[config.mk]
export PLATFORM = sky130hd
export DESIGN_NAME = ctwc_inv_sqrt
export DESIGN_NICKNAME = d
export VERILOG_FILES = /design/src/design/channel_time_walk_correction_macros.svh /design/src/design/ctwc_pkg.sv /design/src/design/ctwc_inv_sqrt.sv
export SDC_FILE = /design/constraint.sdc
export NUM_CORES = 2
export LEC_CHECK = 0
export BUFFER_PORTS_ARGS = -buffer_cell sky130_fd_sc_hd__buf_2
export CAP_MARGIN = 40
export CORE_ASPECT_RATIO = 0.9
export CORE_MARGIN = 5
export CORE_UTILIZATION = 55
export CTS_CLUSTER_DIAMETER = 50
export DETAILED_ROUTE_END_ITERATION = 8
export PLACE_DENSITY = 0.74
export SLEW_MARGIN = 10
export SYNTH_ARGS = -nofsm -noshare
export SYNTH_HDL_FRONTEND = slang
export SYNTH_SLANG_ARGS = --single-unit
[constraint.sdc]
create_clock -name i_clk -period 14.05 [get_ports i_clk]
set_clock_uncertainty 0.05 [all_clocks]
set_input_delay 2.81 -clock i_clk [delete_from_list [all_inputs] [get_ports i_clk]]
set_output_delay 2.81 -clock i_clk [all_outputs]
set_load 0.05 [all_outputs]
[src/design/channel_time_walk_correction_macros.svh]
// Assertion macros for the time-walk correction block.
// Included by the top level; no other dependencies.
`ifndef CHANNEL_TIME_WALK_CORRECTION_MACROS_SVH
`define CHANNEL_TIME_WALK_CORRECTION_MACROS_SVH
`ifndef SYNTHESIS
// Condition holds at every edge out of reset
`define CTWC_ASSERT_ALWAYS(lbl, clk, rst_n, cond) \
    lbl: assert property (@(posedge clk) disable iff (!rst_n) (cond)) \
        else $error("ctwc check failed");
// Antecedent implies consequent in the same cycle
`define CTWC_ASSERT_IMPLY(lbl, clk, rst_n, ante, cons) \
    lbl: assert property (@(posedge clk) disable iff (!rst_n) (ante) |-> (cons)) \
        else $error("ctwc check failed");
// Antecedent implies consequent in the next cycle
`define CTWC_ASSERT_NEXT(lbl, clk, rst_n, ante, cons) \
    lbl: assert property (@(posedge clk) disable iff (!rst_n) (ante) |=> (cons)) \
        else $error("ctwc check failed");
`else
`define CTWC_ASSERT_ALWAYS(lbl, clk, rst_n, cond)
`define CTWC_ASSERT_IMPLY(lbl, clk, rst_n, ante, cons)
`define CTWC_ASSERT_NEXT(lbl, clk, rst_n, ante, cons)
`endif
`endif

[src/design/ctwc_pkg.sv]
// Shared types, codes and saturation helpers for the time-walk correction block.
// No dependencies.
`default_nettype none
package ctwc_pkg;

    localparam logic [1:0] ACT_LOAD = 2'd0;
    localparam logic [1:0] ACT_FWD  = 2'd1;
    localparam logic [1:0] ACT_REV  = 2'd2;

    localparam logic [1:0] TYPE_NONE  = 2'd0;
    localparam logic [1:0] TYPE_ISQ   = 2'd1;
    localparam logic [1:0] TYPE_POLY  = 2'd2;
    localparam logic [1:0] TYPE_UNSUP = 2'd3;

    localparam logic [1:0] MODE_PASS = 2'd0;
    localparam logic [1:0] MODE_ISQ  = 2'd1;
    localparam logic [1:0] MODE_POLY = 2'd2;

    localparam int KEY_W    = 28;
    localparam int SQ_ST    = 12;
    localparam int DV_ST    = 16;
    localparam int INV_LAT  = SQ_ST + DV_ST + 2;
    localparam int POLY_LAT = 6;

    typedef logic signed [31:0] t_q16;

    typedef struct packed {
        logic [1:0] ctype;
        t_q16       a;
        t_q16       b;
        t_q16       c;
    } t_coef;

    typedef struct packed {
        logic lookup;
        logic rev;
        logic hit;
        logic load_ok;
        logic full;
        t_q16 t;
        t_q16 h;
    } t_s0;

    typedef struct packed {
        logic       rev;
        logic [1:0] mode;
        logic       found;
        logic       unk;
        logic       full;
        t_q16       t;
        t_q16       c;
    } t_side;

    // Clip a 33-bit sum to 32 bits
    function automatic t_q16 sat33(input logic signed [32:0] v);
        if (v[32] != v[31]) begin
            return v[32] ? 32'sh8000_0000 : 32'sh7FFF_FFFF;
        end
        return v[31:0];
    endfunction

    // Q32.32 product to Q16.16, floor, clipped
    function automatic t_q16 qsat(input logic signed [63:0] p);
        logic signed [63:0] s;
        s = p >>> 16;
        if (!((&s[63:31]) || !(|s[63:31]))) begin
            return s[63] ? 32'sh8000_0000 : 32'sh7FFF_FFFF;
        end
        return s[31:0];
    endfunction

endpackage
`default_nettype wire

[src/design/ctwc_inv_sqrt.sv]
// Pipelined a / sqrt(|h - b|) in Q16.16: square root then division, two bits a stage.
// Depends on ctwc_pkg. Every stage advances only while i_en is high.
`default_nettype none
module ctwc_inv_sqrt (
    input  logic          i_clk,
    input  logic          i_en,
    input  ctwc_pkg::t_q16 i_h,
    input  ctwc_pkg::t_q16 i_b,
    input  ctwc_pkg::t_q16 i_a,
    output ctwc_pkg::t_q16 o_term
);
    import ctwc_pkg::*;

    typedef struct packed {
        logic [25:0] rem;
        logic [23:0] root;
    } t_sq;

    typedef struct packed {
        logic [23:0] rem;
        logic [31:0] q;
        logic [31:0] n;
        logic [23:0] s;
        logic        ovf;
        logic        neg;
    } t_dv;

    function automatic t_sq sq_step(input t_sq cur, input logic [1:0] bits);
        logic [27:0] w;
        logic [27:0] tr;
        t_sq         nx;
        w  = {cur.rem, bits};
        tr = {2'b00, cur.root, 2'b01};
        if (w >= tr) begin
            nx.rem  = 26'(w - tr);
            nx.root = {cur.root[22:0], 1'b1};
        end else begin
            nx.rem  = w[25:0];
            nx.root = {cur.root[22:0], 1'b0};
        end
        return nx;
    endfunction

    function automatic t_dv dv_step(input t_dv cur);
        logic [24:0] w;
        t_dv         nx;
        nx   = cur;
        w    = {cur.rem, cur.n[31]};
        nx.n = {cur.n[30:0], 1'b0};
        if (w >= {1'b0, cur.s}) begin
            nx.rem = 24'(w - {1'b0, cur.s});
            nx.q   = {cur.q[30:0], 1'b1};
        end else begin
            nx.rem = w[23:0];
            nx.q   = {cur.q[30:0], 1'b0};
        end
        return nx;
    endfunction

    logic signed [32:0] diff;
    logic [31:0]        mag;
    logic [31:0]        a_mag;

    logic [47:0] r_x  [0:SQ_ST];
    t_sq         r_sq [0:SQ_ST];
    logic [31:0] r_am [0:SQ_ST];
    logic        r_an [0:SQ_ST];
    t_dv         r_dv [1:DV_ST];
    t_dv         n_dv_init;
    t_q16        r_term;

    // Difference magnitude, zero clamped to one LSB
    always_comb begin
        diff = 33'(i_h) - 33'(i_b);
        mag  = diff[32] ? 32'(-diff) : diff[31:0];
        if (mag == '0) begin
            mag = 32'd1;
        end
        a_mag = i_a[31] ? 32'(-i_a) : 32'(i_a);
    end

    always_ff @(posedge i_clk) begin
        if (i_en) begin
            r_x[0]  <= {mag, 16'd0};
            r_sq[0] <= '0;
            r_am[0] <= a_mag;
            r_an[0] <= i_a[31];
        end
    end

    // Square root, two result bits a stage
    genvar k;
    for (k = 1; k <= SQ_ST; k++) begin : g_sq
        always_ff @(posedge i_clk) begin
            if (i_en) begin
                r_x[k]  <= r_x[k-1] << 4;
                r_sq[k] <= sq_step(sq_step(r_sq[k-1], r_x[k-1][47:46]), r_x[k-1][45:44]);
                r_am[k] <= r_am[k-1];
                r_an[k] <= r_an[k-1];
            end
        end
    end

    // Seed the divider; quotient of 2^32 or more only flags overflow
    always_comb begin
        n_dv_init.rem = 24'(r_am[SQ_ST][31:16]);
        n_dv_init.q   = '0;
        n_dv_init.n   = {r_am[SQ_ST][15:0], 16'd0};
        n_dv_init.s   = r_sq[SQ_ST].root;
        n_dv_init.ovf = 24'(r_am[SQ_ST][31:16]) >= r_sq[SQ_ST].root;
        n_dv_init.neg = r_an[SQ_ST];
    end

    // Restoring division, two quotient bits a stage
    for (k = 1; k <= DV_ST; k++) begin : g_dv
        if (k == 1) begin : g_first
            always_ff @(posedge i_clk) begin
                if (i_en) begin
                    r_dv[k] <= dv_step(dv_step(n_dv_init));
                end
            end
        end else begin : g_rest
            always_ff @(posedge i_clk) begin
                if (i_en) begin
                    r_dv[k] <= dv_step(dv_step(r_dv[k-1]));
                end
            end
        end
    end

    // Apply sign of a and clip
    always_ff @(posedge i_clk) begin
        if (i_en) begin
            if (r_dv[DV_ST].neg) begin
                r_term <= (r_dv[DV_ST].ovf || r_dv[DV_ST].q > 32'h8000_0000)
                          ? 32'sh8000_0000 : t_q16'(-r_dv[DV_ST].q);
            end else begin
                r_term <= (r_dv[DV_ST].ovf || r_dv[DV_ST].q[31])
                          ? 32'sh7FFF_FFFF : t_q16'(r_dv[DV_ST].q);
            end
        end
    end

    assign o_term = r_term;

endmodule
`default_nettype wire

==> results.md <==
* Worst vdd ir at roughly 180 uV
* Global-route wire length before repair at between 500 and 600 mm
* Maximum clock path buffer count at 4
* Yosys top cell area share at 0.480
* Share of cells above drive strength 1 at 0.0999
* DPL Wire Length at ~250 mm
* RSZ-0062 raised after global routing: false
* # hold bufs at CTS at 0
* Period minus WS final at 8.46 ns
* Multiplexer share of the synthesized area at 0.0456
* Simple-Gate Fraction of Synth Area at 0.117
* Synth Area in Compound Gates at 0.144
* Slew headroom at 0.295
* Setup TNS at 0 ns
* Most common flop cell mapped by yosys: edfxtp_1
* Antenna violations before repair at 18
* Cell with the most instances after synthesis: edfxtp_1
* Num CTS Buffers at 249
* Reg clk slew, reported paths at 0.06 ns
* Placed cell count at about 15,000
* Cell Area, Placed at 137,000 um^2
* Post-Synth Adder-Cell Area at 0.110
* Avg Inst Size Synth at 10.9 um^2
* Register Area at between 60,000 and 70,000 um^2
* Fin cells at 15,801
* Mean number of vias per cell at 5.99
* Crit path required time at 14.61 ns
* Worst R2R Path Depth at 30
* Static leakage at 58.4 nW
* # rows at 170
* CP Class: register to register
* Routed len/inst at 20.4 um
* CTS tree: done
* Fmax at 118 MHz
* Remaining Overflow, GRT at 0
* Total number of vias at 94,654
* Number of global-route vias before repair at 90,298
* Die ar. at 250,000 um^2
* Final setup viols at 0
* FFs w/ async S/R, synth at 0
* Detailed Route Iter0 Violations at roughly 8,400
* Fin area at 145,000 um^2
* Fillers at 19,188
* Layout area overhead at 10.0%
* Post-synth EDFFs at 2,109
* Port Buffer Count at 129
* CTS H-tree depth at 4
* Hold/Removal Path Class: register to register
* Pre-antenna DRT Iters at 8
* CTS root buf: clkbuf_16
* Xor and xnor area share after synthesis at 0.0700
* Hold path cells at 0
* DRC viols at 0
* Cell area after synthesis at 132,000 um^2
* Die W at ~530 um
* Post-CTS Setup Repair Bufs at 0
* CP max FO at 41
* Yosys cell types at 107
* Clk_lat worst skew at 0.91 ns
* Starting Density at 0.553
* Total Power at 38.1 mW
* Yosys reg bits at 2,109
* CP Launch Type: register
* Overall global routing resource usage at 0.249
* Nets@finish at 13,646
* Largest family of logic cells by synthesized area: compound AO/OA/AOI/OAI gates
* Ys Warns at 0
* Status: completed
* Cell Pwr Density at 263 nW/um^2
* Synth Instances at 12,152
* CP arrival at 9.03 ns
* Final GP Congestion at 0.954
* Final-report hold violation count at 0
* Register area share after synthesis at 0.480
* Post_cts resized at 0
* Die Y at 475 um
* Slowest stage delay, CP at approximately 0.51 ns
* Most frequent cells after synthesis: 2,109 x edfxtp_1, 1,107 x ha_1, 965 x inv_1, 956 x a21oi_1, 813 x nand2_1
* DRT antenna net count at 0
* Largest net degree at the start of global routing at 176
* Top cells by area, synth: edfxtp_1 48%, ha_1 11%, xnor2_1 4.7%
* Largest area contributor in the netlist: edfxtp_1
* Max-Cap Viols at 0
* Routed WL at around 320 mm
* CP max-delay cell: nor4_1
* TritonCTS Sinks at between 2,000 and 2,500
* Nature of the critical path endpoint: register
* Multi-input gate area at 64,200 um^2
* Slew Limit Fails at 0
* Final period utilization at 0.602
* Worst-margin pin slew at 1.06 ns
* Core ar. at 239,000 um^2
* I/O Pins at 130
power by group:
part	switching (mW)	internal (mW)	leakage [nW]
combinational	11.9	9.61	33.9
clock	2.70	3.84	4.04
sequential	0.920	9.15	20.4
total	15.5	22.6	58.4
sequential cells by signal (all words and copies together) (netlist names):
name and count:
r_dv 1080, r_sq 424, r_am 416, o_term 32, r_an 13, r_x 144
path summary, 6_finish.rpt:
check | startpoint | to | slack [ns]
max | r_dv[0][563]$_DFFE_PP_ | r_dv[0][763]$_DFFE_PP_ | 5.59
min | r_am[1][123]$_DFFE_PP_ | r_am[1][155]$_DFFE_PP_ | 0.35
max reg2reg | r_dv[0][563]$_DFFE_PP_ | r_dv[0][763]$_DFFE_PP_ | 5.59
min reg2reg | r_am[1][123]$_DFFE_PP_ | r_am[1][155]$_DFFE_PP_ | 0.35
area by class of cell:
cell class | count | area share
clock buffers | 279 | 0.0437
flip-flops and latches | 2109 | 0.437
diodes | 2 | 0.0000345
inverters | 970 | 0.0251
repair buffers | 209 | 0.0102
well taps | 3182 | 0.0274
clock inverters | 179 | 0.0142
multi-input cells | 8871 | 0.443
logic make-up (layout without fill, tap and decap cells):
family,count (synthesis),after routing
AND/OR/NAND/NOR,3123,3123
AO/OA/AOI/OAI,3014,3014
other,1,5
multiplexers,539,539
buffers and inverters,1174,1637
flip-flops,2109,2109
XOR/XNOR,1054,1054
adder cells (fa/ha/maj),1138,1138
cells in the final DEF (no fill, tap or decap), types with 30 or more instances in the layout:
cell type / n
a211o_1: 32
a211oi_1: 79
a21boi_0: 51
a21o_1: 405
a21oi_1: 952
a31oi_1: 77
and2_1: 48
and3_1: 81
buf_2: 134
buf_4: 51
clkbuf_1: 30
clkbuf_16: 249
clkinv_1: 32
edfxtp_1: 2109
fa_1: 31
ha_1: 1107
inv_1: 965
mux2_2: 495
mux2i_1: 44
nand2_1: 813
nand2b_1: 151
nand3_1: 220
nand4_1: 167
nor2_1: 773
nor2b_1: 169
nor3_1: 261
nor3b_1: 37
nor4_1: 84
o211ai_1: 46
o21a_1: 126
o21ai_0: 677
o21bai_1: 129
o311ai_0: 42
o31ai_1: 94
or2_2: 67
or3_1: 89
or4_1: 31
xnor2_1: 708
xor2_1: 345
per-stage QoR:
| stage | util | hold slack, ns | setup slack, ns |
|---|---|---|---|
| floorplan | - | 0.350 | 6.85 |
| global placement | 0.572 | 0.350 | 5.87 |
| detailed placement | 0.573 | 0.355 | 5.85 |
| CTS | 0.608 | 0.351 | 5.83 |
| global route | 0.608 | 0.355 | 4.93 |
| finish | 0.608 | 0.354 | 5.59 |
worst max-delay path, delay by kind of cell (launching register included):
family	cells	cell delay (ns)
AO/OA/AOI/OAI	15	3.84
AND/OR/NAND/NOR	8	1.80
buffers and inverters	4	1.18
adder cells (fa/ha/maj)	2	0.64
flip-flops	1	0.35
multiplexers	1	0.33
layer usage:
metal / vias up / wire length (um) / GRT usage
li1: 45680 / - / -
met1: 45604 / 153000 / 0.375
met2: 2886 / 141000 / 0.385
met3: 484 / 19900 / 0.0316
met4: 0 / 7610 / 0.0605
met5: - / 0 / 0
(Power assumes the default switching activity.)
